### src/bomap_pkg.sv
// shared types, constants and codes of the block owner map allocator
`default_nettype none
package bomap_pkg;

    // default sizes of the owner map
    localparam int NUM_BLOCKS_DEF = 1024;
    localparam int NUM_FILES_DEF  = 64;

    // field widths
    localparam int OP_W  = 2;
    localparam int FID_W = 6;
    localparam int BN_W  = 10;
    localparam int BI_W  = 10;
    localparam int DS_W  = 10;
    localparam int TAG_W = 7;

    // owner tag of a free block
    localparam logic [TAG_W-1:0] FREE_TAG = 7'd127;

    // operation codes
    localparam logic [OP_W-1:0] OP_ALLOC   = 2'd0;
    localparam logic [OP_W-1:0] OP_LOOKUP  = 2'd1;
    localparam logic [OP_W-1:0] OP_RELEASE = 2'd2;

    // result status codes
    localparam logic ST_OK   = 1'b0;
    localparam logic ST_FAIL = 1'b1;

    // configuration port
    localparam int APB_AW = 3;
    localparam int APB_DW = 32;
    localparam logic REG_DATA_START = 1'b0;

    // input word
    typedef struct packed {
        logic [OP_W-1:0]  opcode;
        logic [FID_W-1:0] file_id;
        logic [BN_W-1:0]  blk_ord;
    } t_in_word;

    // result word
    typedef struct packed {
        logic [BI_W-1:0] blk_idx;
        logic            status;
    } t_out_word;

    // sequencer states
    typedef enum logic [1:0] {
        S_CLEAR,
        S_IDLE,
        S_SCAN,
        S_DONE
    } t_state;

endpackage
`default_nettype wire

### src/bomap_apb.sv
// configuration register file behind the apb port
`default_nettype none
module bomap_apb (
    input  wire logic                         i_clk,
    input  wire logic                         i_rst_n,
    input  wire logic                         psel,
    input  wire logic                         penable,
    input  wire logic                         pwrite,
    input  wire logic [bomap_pkg::APB_AW-1:0] paddr,
    input  wire logic [bomap_pkg::APB_DW-1:0] pwdata,
    output logic      [bomap_pkg::APB_DW-1:0] prdata,
    output logic                              pready,
    output logic      [bomap_pkg::DS_W-1:0]   o_data_start
);

    logic                         reg_sel;
    logic                         wr_en;
    logic [bomap_pkg::DS_W-1:0]   r_data_start;
    logic [bomap_pkg::DS_W-1:0]   n_data_start;

    // register decode, one word per register
    assign reg_sel = paddr[2];
    assign wr_en   = psel && penable && pwrite;

    always_comb begin
        n_data_start = r_data_start;
        if (wr_en && (reg_sel == bomap_pkg::REG_DATA_START)) begin
            n_data_start = pwdata[bomap_pkg::DS_W-1:0];
        end
    end

    always_ff @(posedge i_clk) begin
        if (!i_rst_n) begin
            r_data_start <= '0;
        end else begin
            r_data_start <= n_data_start;
        end
    end

    // read back
    always_comb begin
        prdata = '0;
        if (reg_sel == bomap_pkg::REG_DATA_START) begin
            prdata = bomap_pkg::APB_DW'(r_data_start);
        end
    end

    assign pready       = 1'b1;
    assign o_data_start = r_data_start;

endmodule
`default_nettype wire

### config.mk
export PLATFORM = sky130hd
export DESIGN_NAME = bomap_apb
export DESIGN_NICKNAME = d
export VERILOG_FILES = /design/src/bomap_pkg.sv /design/src/bomap_apb.sv
export SDC_FILE = /design/constraint.sdc
export NUM_CORES = 1
export LEC_CHECK = 0
export BUFFER_PORTS_ARGS = -buffer_cell sky130_fd_sc_hd__buf_2
export CAP_MARGIN = 20
export CORE_MARGIN = 8
export CORE_UTILIZATION = 33
export DETAILED_ROUTE_END_ITERATION = 10
export GPL_TIMING_DRIVEN = 0
export PLACE_DENSITY_LB_ADDON = 0.12
export REMOVE_ABC_BUFFERS = 1
export SYNTH_ARGS = -nofsm -noshare
export SYNTH_HDL_FRONTEND = slang
export SYNTH_SLANG_ARGS = --single-unit
### constraint.sdc
create_clock -name i_clk -period 1.45 [get_ports i_clk]
set_input_delay 0.3625 -clock i_clk [delete_from_list [all_inputs] [get_ports i_clk]]
set_output_delay 0.3625 -clock i_clk [all_outputs]
set_load 0.03 [all_outputs]
==> results by stage <==
Outcome:
- The flow ran to the end, and the final reports show no timing, DRC or antenna violations.

Timing:
- Hold is met by 0.3423 ns.
- The minimum period implied by the final worst setup slack is 1.300 ns.
- The maximum achievable frequency is 769.0 MHz.
- The worst clock skew is 0 ns.
- Dividing the final minimum period by the clock period gives 0.8968.
- Setup repair after global routing left no endpoint under its margin.
- The relative slew slack is 0.6024.
- The final hold violation count is 0.
- The setup-violating endpoint count in the final report is 0.
- The number of max-slew violations in the final report came to 0.
- The transition time at the pin with the least slew margin is about 0.6 ns.
- The final worst-path setup slack is 0.1496 ns.

CTS:
- The clock transition time at the flip-flop clock pins of the worst setup and hold paths is 0.07 ns.
- The tree is rooted in a sky130_fd_sc_hd__clkbuf_4.
- CTS built an H-tree with a depth of 1.
- The clock net sink count is 10.
- The number of gates resized after cts is 0.
- The number of buffers on the longest clock path is 2.
- The number of hold buffers added after CTS is 0.
- The clock latency reported for the late side of the worst-skew pair is 0.25 ns.
- TritonCTS built the clock tree.
- The post-CTS setup repair buffer count is 0.
- TritonCTS created 3 clock buffers.

Worst setup path:
- In this run the worst setup path begins at o_data_start[2].
- The worst setup path is of the reg -> out kind.
- The peak fanout along the critical path is 3.
- The required time at the worst-slack endpoint is about 1.1 ns.
- STA puts the critical path data arrival time at between 0.9 and 1 ns.
- STA classifies the critical path endpoint as an output pin.
- The element type at the critical path start is a register.
- The critical register-to-register path startpoint is o_data_start[2].

Global routing:
- The pin count of the biggest net entering global routing is 21.
- The number of global-route vias before repair is 548.
- The total grt overflow is 0.
- For met3 alone, demand over resource in global routing was 0.06568.
- In the global route stage, overall resource usage came out at 0.07662.
- The met1 usage is 0.07160.
- The first-pass GRT wire length is ~2200 um.
- For this run, global-route usage on met2 was measured as 0.1326.
- The number of antenna violations at the first check in global routing is 0.
- The most used routing layer is met2.

Power and ir drop:
- The total leakage power is 0.4282 nW.
- The total power per unit cell area is 875.9 nW/um2.
- The worst ir drop on vdd is 358.7 uV.

Floorplan:
- The I/O pin total is just over 80.
- The horizontal extent of the die is 60.40 um.
- The initial cell density of the core is 0.3421.
- The die is 60.40 um tall.
- The number of cell rows is 16.
- The die outline area is around 3600 um2.
- The core box area is 1902 um2.

Final layout:
- The final layout contains 154 nets.
- The final core utilization is 0.4099.
- The number of antenna diodes in the final layout is 0.
- The non-filler instance count after layout is 140.
- The register with the most flip-flops in the layout has 10 of them.
- Relative to the synthesized area, the layout overhead comes to 19.81%.
- The share of post-route cells with drive strength above 1 is 0.3451.

Detailed routing:
- The number of routed nets with antenna violations is 0.
- The detailed router finished its first iteration with 5 violations.
- In the routed design, unresolved DRC markers number 0.
- The routed layout has 524 vias.
- The number of detailed-route iterations in the first pass is 3.
- The average routed wire per standard cell is 10.56 um.
- The final wirelength is 1479 um.
- The detail-routed via count per cell is 3.743.

Synth:
- The count of unique library cells instantiated by Yosys is 9.
- The register area share after synthesis is 0.3077.
- Ranked by total cell area, the synthesized netlist is headed by sky130_fd_sc_hd__dfxtp_1 (31%), sky130_fd_sc_hd__buf_4 (27%), sky130_fd_sc_hd__mux2i_1 (15%), sky130_fd_sc_hd__nand2_1 (12%), sky130_fd_sc_hd__nor2b_1 (9.6%).
- The post-synth design cell area is 650.6 um2.
- The number of synthesized register bits is 10.
- The average instance in the mapped netlist occupies 8.133 um2.
- The share of the synthesized area in the top cell type is 0.3077.
- Synthesis produced 80 cells.
- Yosys printed 0 warnings.
- The largest total area in the synthesized netlist belongs to sky130_fd_sc_hd__dfxtp_1.

Place:
- The routability congestion estimate is 0.6523.
- The setup slack at placement is -0.1205 ns.
- After detailed placement, the design holds a cell count of 136.
- The count of port buffers added during placement is 35.
- The detailed placer's ending HPWL is 1253 um.

Run:
- The max-cap violation count is 0.

Min path:
- The min-delay analysis places its worst path in the category in -> reg.
- In this run the most critical hold path is launched from pwdata[7].
[through the flow]
stage	cell area [um2]	power, mW	setup TNS [ns]
2_1_floorplan	534.3	0.4059	0
3_3_place_gp	743.2	0.4476	-0.9457
3_5_place_dp	743.2	0.4488	-1.129
4_1_cts	779.5	0.6950	0
6_report	779.5	0.6827	0
5_1_grt	779.5	0.7287	0
[critical path, stage by stage, from the launching register on]
cell                      delay (ns)
sky130_fd_sc_hd__dfxtp_1        0.35
sky130_fd_sc_hd__nor2b_1        0.13
sky130_fd_sc_hd__buf_2          0.20
[cell usage in the layout, fill, tap and decap left out]
cell and n:
sky130_fd_sc_hd__conb_1 23, sky130_fd_sc_hd__dfxtp_1 10, sky130_fd_sc_hd__buf_2 35, sky130_fd_sc_hd__clkbuf_8 1
sky130_fd_sc_hd__mux2i_1 10, sky130_fd_sc_hd__nor2b_1 10, sky130_fd_sc_hd__nand2_1 20, sky130_fd_sc_hd__and4b_1 1
sky130_fd_sc_hd__clkbuf_4 3
[synthesized netlist by cell type (all sizes together)]
cell,number
mux2i,10
conb,2
and4b,1
dfxtp,10
clkbuf,3
buf,24
nor2b,10
nand2,20
[logic make-up (layout without fill, tap and decap cells)]
| logic type | after synthesis | count (layout) | share of synthesized area |
|---|---|---|---|
| muxes | 10 | 10 | 0.1539 |
| and+or+nand+nor | 31 | 31 | 0.2269 |
| buffers and inverters | 27 | 39 | 0.3000 |
| DFF | 10 | 10 | 0.3077 |
| other | 2 | 23 | 0.01154 |
[metal layers]
metal,share of wire,vias to the layer above
li1,-,267
met1,0.35,227
met2,0.49,30
met3,0.15,0
met4,0,0
met5,0,-
[power breakdown]
| part | switching (mW) | internal [mW] | leakage, nW | total, mW |
|---|---|---|---|---|
| clock | 0.0881 | 0.152 | 0.0210 | 0.240 |
| combinational | 0.127 | 0.0314 | 0.326 | 0.158 |
| sequential | 0.00362 | 0.281 | 0.0809 | 0.284 |
| total | 0.219 | 0.464 | 0.428 | 0.683 |
[path summary, 6_finish.rpt]
kind | slack [ns] | end | cells past startpoint
max reg2reg | 0.86 | o_data_start[2] | 2
min | 0.34 | o_data_start[7] | 3
max | 0.15 | prdata[2] | 2
min reg2reg | 0.46 | o_data_start[4] | 2
[final cells by class]
cell class	instances	area, um2
Multi-Input combinational cell	64	334.1
Timing Repair Buffer	35	175.2
Clock buffer	4	36.28
Tap cell	27	33.78
Sequential cell	10	200.2
Fill cell	229	1122
Note: power is estimated with default switching activity, not from simulation.
