==> config.mk <==
export PLATFORM = sky130hd
export DESIGN_NAME = bomap_scan
export DESIGN_NICKNAME = d
export VERILOG_FILES = /design/src/bomap_pkg.sv /design/src/bomap_scan.sv
export SDC_FILE = /design/constraint.sdc
export NUM_CORES = 1
export LEC_CHECK = 0
export ABC_AREA = 1
export BUFFER_PORTS_ARGS = -buffer_cell sky130_fd_sc_hd__buf_2
export CAP_MARGIN = 20
export CORE_ASPECT_RATIO = 1.75
export CORE_MARGIN = 2
export CORE_UTILIZATION = 55
export DETAILED_ROUTE_END_ITERATION = 7
export PLACE_DENSITY = 0.85
export SLEW_MARGIN = 30
export SYNTH_ARGS = -nofsm -noshare
export SYNTH_HDL_FRONTEND = slang
export SYNTH_SLANG_ARGS = --single-unit
==> constraint.sdc <==
create_clock -name i_clk -period 3.2 [get_ports i_clk]
set_clock_uncertainty 0.05 [all_clocks]
set_input_delay 0 -clock i_clk [delete_from_list [all_inputs] [get_ports i_clk]]
set_output_delay 0 -clock i_clk [all_outputs]
set_load 0.005 [all_outputs]
==> src/bomap_pkg.sv <==
// shared types, constants and codes of the block owner map allocator
`default_nettype none
package bomap_pkg;

    // default sizes of the owner map
    localparam int NUM_BLOCKS_DEF = 1024;
    localparam int NUM_FILES_DEF  = 64;

    // field widths
    localparam int OP_W  = 2;
    localparam int FID_W = 6;
    localparam int BN_W  = 10;
    localparam int BI_W  = 10;
    localparam int DS_W  = 10;
    localparam int TAG_W = 7;

    // owner tag of a free block
    localparam logic [TAG_W-1:0] FREE_TAG = 7'd127;

    // operation codes
    localparam logic [OP_W-1:0] OP_ALLOC   = 2'd0;
    localparam logic [OP_W-1:0] OP_LOOKUP  = 2'd1;
    localparam logic [OP_W-1:0] OP_RELEASE = 2'd2;

    // result status codes
    localparam logic ST_OK   = 1'b0;
    localparam logic ST_FAIL = 1'b1;

    // configuration port
    localparam int APB_AW = 3;
    localparam int APB_DW = 32;
    localparam logic REG_DATA_START = 1'b0;

    // input word
    typedef struct packed {
        logic [OP_W-1:0]  opcode;
        logic [FID_W-1:0] file_id;
        logic [BN_W-1:0]  blk_ord;
    } t_in_word;

    // result word
    typedef struct packed {
        logic [BI_W-1:0] blk_idx;
        logic            status;
    } t_out_word;

    // sequencer states
    typedef enum logic [1:0] {
        S_CLEAR,
        S_IDLE,
        S_SCAN,
        S_DONE
    } t_state;

endpackage
`default_nettype wire

==> src/bomap_scan.sv <==
// scan sequencer: clearing pass, read-modify-write scan and result register
`default_nettype none
module bomap_scan #(
    parameter int NUM_BLOCKS = bomap_pkg::NUM_BLOCKS_DEF,
    parameter int NUM_FILES  = bomap_pkg::NUM_FILES_DEF,
    parameter int AW         = $clog2(NUM_BLOCKS)
) (
    input  wire logic                        i_clk,
    input  wire logic                        i_rst_n,
    input  wire logic [bomap_pkg::DS_W-1:0]  i_data_start,
    input  wire logic                        i_in_valid,
    output logic                             o_in_ready,
    input  wire bomap_pkg::t_in_word         i_in_data,
    output logic                             o_out_valid,
    input  wire logic                        i_out_ready,
    output bomap_pkg::t_out_word             o_out_data,
    output logic                             o_mem_we,
    output logic      [AW-1:0]               o_mem_waddr,
    output logic      [bomap_pkg::TAG_W-1:0] o_mem_wdata,
    output logic                             o_mem_re,
    output logic      [AW-1:0]               o_mem_raddr,
    input  wire logic [bomap_pkg::TAG_W-1:0] i_mem_rdata
);

    localparam int CNT_W = $clog2(NUM_BLOCKS + 1);
    localparam logic [CNT_W-1:0] ADDR_END  = CNT_W'(NUM_BLOCKS);
    localparam logic [CNT_W-1:0] ADDR_LAST = CNT_W'(NUM_BLOCKS - 1);

    bomap_pkg::t_state              r_state, n_state;
    logic [CNT_W-1:0]               r_addr, n_addr;
    logic                           r_rd_valid, n_rd_valid;
    logic [AW-1:0]                  r_rd_addr, n_rd_addr;
    logic [bomap_pkg::OP_W-1:0]     r_op, n_op;
    logic [bomap_pkg::FID_W-1:0]    r_fid, n_fid;
    logic [bomap_pkg::BN_W-1:0]     r_want, n_want;
    logic [bomap_pkg::BN_W-1:0]     r_count, n_count;
    bomap_pkg::t_out_word           r_res, n_res;
    logic                           r_out_valid, n_out_valid;
    bomap_pkg::t_out_word           r_out, n_out;

    logic                           op_legal;
    logic                           fid_ok;
    logic                           start_ok;
    logic [bomap_pkg::TAG_W-1:0]    fid_tag;

    // checks on the incoming word
    assign op_legal = (i_in_data.opcode == bomap_pkg::OP_ALLOC)
                   || (i_in_data.opcode == bomap_pkg::OP_LOOKUP)
                   || (i_in_data.opcode == bomap_pkg::OP_RELEASE);
    assign fid_ok   = 32'(i_in_data.file_id) < 32'(NUM_FILES);
    assign start_ok = 32'(i_data_start) < 32'(NUM_BLOCKS);
    assign fid_tag  = bomap_pkg::TAG_W'(r_fid);

    // next state and memory control
    always_comb begin
        n_state     = r_state;
        n_addr      = r_addr;
        n_rd_valid  = r_rd_valid;
        n_rd_addr   = r_rd_addr;
        n_op        = r_op;
        n_fid       = r_fid;
        n_want      = r_want;
        n_count     = r_count;
        n_res       = r_res;
        n_out_valid = r_out_valid;
        n_out       = r_out;
        o_in_ready  = 1'b0;
        o_mem_we    = 1'b0;
        o_mem_waddr = r_rd_addr;
        o_mem_wdata = bomap_pkg::FREE_TAG;
        o_mem_re    = 1'b0;
        o_mem_raddr = r_addr[AW-1:0];

        // result taken downstream
        if (r_out_valid && i_out_ready) begin
            n_out_valid = 1'b0;
        end

        case (r_state)
            // mark every block free after reset
            bomap_pkg::S_CLEAR: begin
                o_mem_we    = 1'b1;
                o_mem_waddr = r_addr[AW-1:0];
                n_addr      = r_addr + 1'b1;
                if (r_addr == ADDR_LAST) begin
                    n_addr  = '0;
                    n_state = bomap_pkg::S_IDLE;
                end
            end

            // take a word and decide whether a scan is needed
            bomap_pkg::S_IDLE: begin
                o_in_ready = 1'b1;
                if (i_in_valid) begin
                    n_op       = i_in_data.opcode;
                    n_fid      = i_in_data.file_id;
                    n_want     = i_in_data.blk_ord;
                    n_count    = '0;
                    n_rd_valid = 1'b0;
                    if (op_legal && fid_ok && start_ok) begin
                        n_addr  = CNT_W'(i_data_start);
                        n_state = bomap_pkg::S_SCAN;
                    end else begin
                        n_res.blk_idx = '0;
                        n_res.status  = (i_in_data.opcode == bomap_pkg::OP_RELEASE)
                                      ? bomap_pkg::ST_OK : bomap_pkg::ST_FAIL;
                        n_state = bomap_pkg::S_DONE;
                    end
                end
            end

            // one read issued and one entry examined per cycle
            bomap_pkg::S_SCAN: begin
                if (r_addr != ADDR_END) begin
                    o_mem_re   = 1'b1;
                    n_addr     = r_addr + 1'b1;
                    n_rd_valid = 1'b1;
                    n_rd_addr  = r_addr[AW-1:0];
                end else begin
                    n_rd_valid = 1'b0;
                end

                if (r_rd_valid) begin
                    case (r_op)
                        bomap_pkg::OP_ALLOC: begin
                            if (i_mem_rdata == bomap_pkg::FREE_TAG) begin
                                o_mem_we      = 1'b1;
                                o_mem_wdata   = fid_tag;
                                n_res.blk_idx = bomap_pkg::BI_W'(r_rd_addr);
                                n_res.status  = bomap_pkg::ST_OK;
                                n_rd_valid    = 1'b0;
                                n_state       = bomap_pkg::S_DONE;
                            end
                        end
                        bomap_pkg::OP_LOOKUP: begin
                            if (i_mem_rdata == fid_tag) begin
                                if (r_count == r_want) begin
                                    n_res.blk_idx = bomap_pkg::BI_W'(r_rd_addr);
                                    n_res.status  = bomap_pkg::ST_OK;
                                    n_rd_valid    = 1'b0;
                                    n_state       = bomap_pkg::S_DONE;
                                end else begin
                                    n_count = r_count + 1'b1;
                                end
                            end
                        end
                        bomap_pkg::OP_RELEASE: begin
                            if (i_mem_rdata == fid_tag) begin
                                o_mem_we    = 1'b1;
                                o_mem_wdata = bomap_pkg::FREE_TAG;
                            end
                        end
                        default: begin
                        end
                    endcase
                end else if (r_addr == ADDR_END) begin
                    // range exhausted with no read in flight
                    n_res.blk_idx = '0;
                    n_res.status  = (r_op == bomap_pkg::OP_RELEASE)
                                  ? bomap_pkg::ST_OK : bomap_pkg::ST_FAIL;
                    n_state       = bomap_pkg::S_DONE;
                end
            end

            // hand the result to the output register once it is free
            bomap_pkg::S_DONE: begin
                n_rd_valid = 1'b0;
                if (!r_out_valid || i_out_ready) begin
                    n_out       = r_res;
                    n_out_valid = 1'b1;
                    n_state     = bomap_pkg::S_IDLE;
                end
            end

            default: begin
                n_state = bomap_pkg::S_IDLE;
            end
        endcase
    end

    // control registers
    always_ff @(posedge i_clk) begin
        if (!i_rst_n) begin
            r_state     <= bomap_pkg::S_CLEAR;
            r_addr      <= '0;
            r_rd_valid  <= 1'b0;
            r_out_valid <= 1'b0;
        end else begin
            r_state     <= n_state;
            r_addr      <= n_addr;
            r_rd_valid  <= n_rd_valid;
            r_out_valid <= n_out_valid;
        end
    end

    // payload registers
    always_ff @(posedge i_clk) begin
        r_rd_addr <= n_rd_addr;
        r_op      <= n_op;
        r_fid     <= n_fid;
        r_want    <= n_want;
        r_count   <= n_count;
        r_res     <= n_res;
        r_out     <= n_out;
    end

    assign o_out_valid = r_out_valid;
    assign o_out_data  = r_out;

endmodule
`default_nettype wire
==> flow_metrics.py <==
metrics = {
    "outcome": {
        "outcome": "finished, final reports clean",
    },
    "timing": {
        "setup_slack_ns": 0.5337,
        "fin_tns_setup_ns": 0,
        "hold_slack_ns": 0.07524,
        "finalCritPeriodShare": 0.8332,
        "max_freq_ghz": 0.3750,
        "slew_violations": 0,
        "worst_pin_slew_ns": 0.7745,
        "hold_viol": 0,
        "rsz0062_at_grt": "false",
        "slew_headroom": 0.4817,
        "setup_viol": 0,
        "fin_crit_ns": 2.666,
    },
    "floorplanning": {
        "dieArea_um2": 7697,
        "std_cell_rows": 40,
        "die_x_um": 67.19,
        "initial_core_util": 0.5645,
        "die_h_um": 114.6,
        "fp.coreArea_um2": 6807,
        "io_pins": 81,
    },
    "setup_path": {
        "regToRegEndpoint": "r_res[6]$_SDFFCE_PN0P_",
        "worst-endpoint-arrival_ns": 2.65,
        "path_max_fanout": 13,
        "worstRegToRegCells": 10,
        "worstSetupPathType": "register to register",
        "worstPathRequired_ns": 3.19,
        "rr_startpoint": "r_state[0]$_SDFFE_PN0P_",
        "cp-end-kind": "register",
        "reg2reg_slack_ns": 0.53,
        "crit_path_start_kind": "register",
    },
    "synthesis": {
        "syn_avg_cell_area_um2": 9.020,
        "synth_edf_count": 60,
        "async_reset_ff_frac": 0,
        "seq_area_frac_synth": 0.5471,
        "synth_nets": 474,
        "synth_seq_cells": 75,
        "synth.top_cell.area_share": 0.4689,
        "syn_area_um2": 3842,
        "netlist_instances": 426,
        "yosysTopAreaCell": "edfxtp_1",
        "ys.warnings.count": 0,
        "synth.distinct_cells": 42,
        "yosys_most_used_dff": "edfxtp_1",
        "synthTopCellsByArea": "edfxtp_1 (47%), nand2_1 (9.0%), dfxtp_1 (7.8%), inv_1 (5.9%), nor2_1 (5.0%)",
    },
    "global_route": {
        "antenna_found_initial": 0,
        "grt_pass1_vias": 3154,
        "grt_pass1_wl_mm": 14.11,
        "grt_max_degree": 23,
        "overflow": 0,
        "grt_usage": 0.2471,
    },
    "layout": {
        "final_cell_mix": "nand2_1 (92), buf_2 (80), inv_1 (60), edfxtp_1 (60), nor2_1 (51)",
        "fillCellCount": 501,
        "drive_gt1_frac": 0.2306,
        "final_common_cell": "nand2_1",
        "antenna-diode-count": 0,
        "layout.nets": 585,
        "stdcell_count": 626,
        "syn2layout_area_growth_pct": 27.29,
    },
    "clock_network": {
        "cts_tree": "built",
        "numCtsBuffers": 9,
        "htreeDepth": 3,
        "cts_setup_buffers": 0,
        "cts_resized": 0,
        "cts_buffer_depth": 2,
        "numClockSinks": 75,
        "cts_hold_buf": 34,
        "cts_root_buffer": "clkbuf_16",
        "clock_latency_ns": 0.33,
        "clk_pin_slew_worst_paths_ns": 0.06,
    },
    "routing": {
        "wl_per_cell_um": 14.04,
        "routed_wl_mm": 8.790,
        "drc": 0,
        "via_count": 3244,
        "ant_nets": 0,
        "dr.pass1.iters": 5,
        "initialDrtViolationCount": 177,
        "vias_per_cell": 5.182,
    },
    "pwr": {
        "switching_share": 0.3448,
        "p_total_mw": 3.820,
        "leakagePower_nw": 2.145,
        "ir_drop_uv": 503.7,
        "p_per_area_nw_per_um2": 781.0,
        "p_comb_frac": 0.311,
        "seqPwrFrac": 0.431,
        "p_sw_mw": 1.317,
        "clkPwrFrac": 0.258,
        "p_int_mw": 2.503,
    },
    "placed_design": {
        "io_buffer_count": 80,
        "dpl.hpwl_mm": 5.977,
        "post-place-ws_ns": 0.5687,
        "dp.cells": 576,
        "gp_congestion": 0.9297,
    },
    "worst_hold_path": {
        "whs_path_depth": 5,
        "min_to": "r_addr[0]$_SDFFE_PN0P_",
        "hold_class": "input pin to register",
        "hold_path.startpoint": "i_data_start[0]",
    },
    "job": {
        "maxCapViolations": 0,
    },
}
cells in the mapped netlist, types with 3 or more instances:
cell and instances:
xor2_1 3, nand4_1 4, nand2_1 92, o21ai_0 26, inv_1 60, edfxtp_1 60, nor3_1 8, nor2_1 51
dfxtp_1 15, nand2_2 4, nand3_1 11, ha_1 9, inv_2 5, a21oi_1 25, nor2_2 4, buf_4 10
clkbuf_1 3, or2_2 4, xnor2_1 5
state kept, by name (all words and copies together) (netlist names):
signal       cells
r_count         10
r_rd_valid       1
r_fid            6
r_rd_addr       10
r_res           11
r_op             2
r_want          10
r_state          2
o_out_data      11
r_addr          11
o_out_valid      1
layout make-up:
type | instances | area (µm²) | share of cell area
Tap cell | 84 | 105.1 | 0.02149
Clock inverter | 6 | 62.56 | 0.01279
Clock buffer | 10 | 229.0 | 0.04682
Sequential cell | 75 | 2102 | 0.4298
Timing Repair Buffer | 116 | 755.7 | 0.1545
Inverter | 66 | 247.7 | 0.05065
Multi-Input combinational cell | 269 | 1389 | 0.2840
kinds of logic after synthesis:
kind of cell | count (synthesis) | share of synthesized area
flops | 75 | 0.5471
fa+ha+maj | 9 | 0.02931
buf+inv | 82 | 0.09248
simple gates | 189 | 0.2198
xor+xnor | 8 | 0.01824
compound gates | 63 | 0.09313
routing by layer:
layer / vias up / track usage / part of all wire / wire, µm
met2: 92 / 0.4528 / 0.57 / 4995
met1: 1521 / 0.2535 / 0.36 / 3182
met4: 0 / 0.1347 / 0.030 / 266
li1: 1610 / - / - / -
met3: 21 / 0.04523 / 0.039 / 346
met5: - / 0 / 0 / 0
metrics by stage:
step                      cell area, µm²  utilization
after CTS                           4887       0.7180
after global placement              4255       0.6252
after floorplan                     3842            -
final                               4891       0.7186
after detailed placement            4255       0.6252
after global routing                4891       0.7186
worst max-delay path by stage:
stage	startpoint	to	depth (start not counted)
5_1_grt	r_state[0]$_SDFFE_PN0P_	o_mem_wdata[0]	7
2_1_floorplan	r_state[0]$_SDFFE_PN0P_	r_res[0]$_DFFE_PP_	9
3_5_place_dp	r_state[0]$_SDFFE_PN0P_	r_res[6]$_SDFFCE_PN0P_	10
6_report	r_state[0]$_SDFFE_PN0P_	r_res[6]$_SDFFCE_PN0P_	10
3_3_place_gp	r_state[0]$_SDFFE_PN0P_	r_res[6]$_SDFFCE_PN0P_	10
4_1_cts	r_state[0]$_SDFFE_PN0P_	r_res[6]$_SDFFCE_PN0P_	10
worst max-delay path, stage by stage, from the launching register on:
cell and delay (ns):
dfxtp_1 0.38, inv_1 0.11, ha_1 0.36, nand2_1 0.41
nor2_1 0.09, a21oi_1 0.14, o21ai_0 0.09, nor2_1 0.16
nand3_1 0.11, a211oi_1 0.23, buf_4 0.24
power groups by stage:
stage / sequential (mW) / clock [mW] / combinational (mW)
floorplan: 1.59 / 0 / 0.820
global placement: 1.64 / 0 / 1.06
detailed placement: 1.66 / 0 / 1.09
CTS: 1.64 / 0.993 / 1.17
global route: 1.68 / 1.04 / 1.32
finish: 1.65 / 0.984 / 1.19
(Power assumes the default switching activity.)
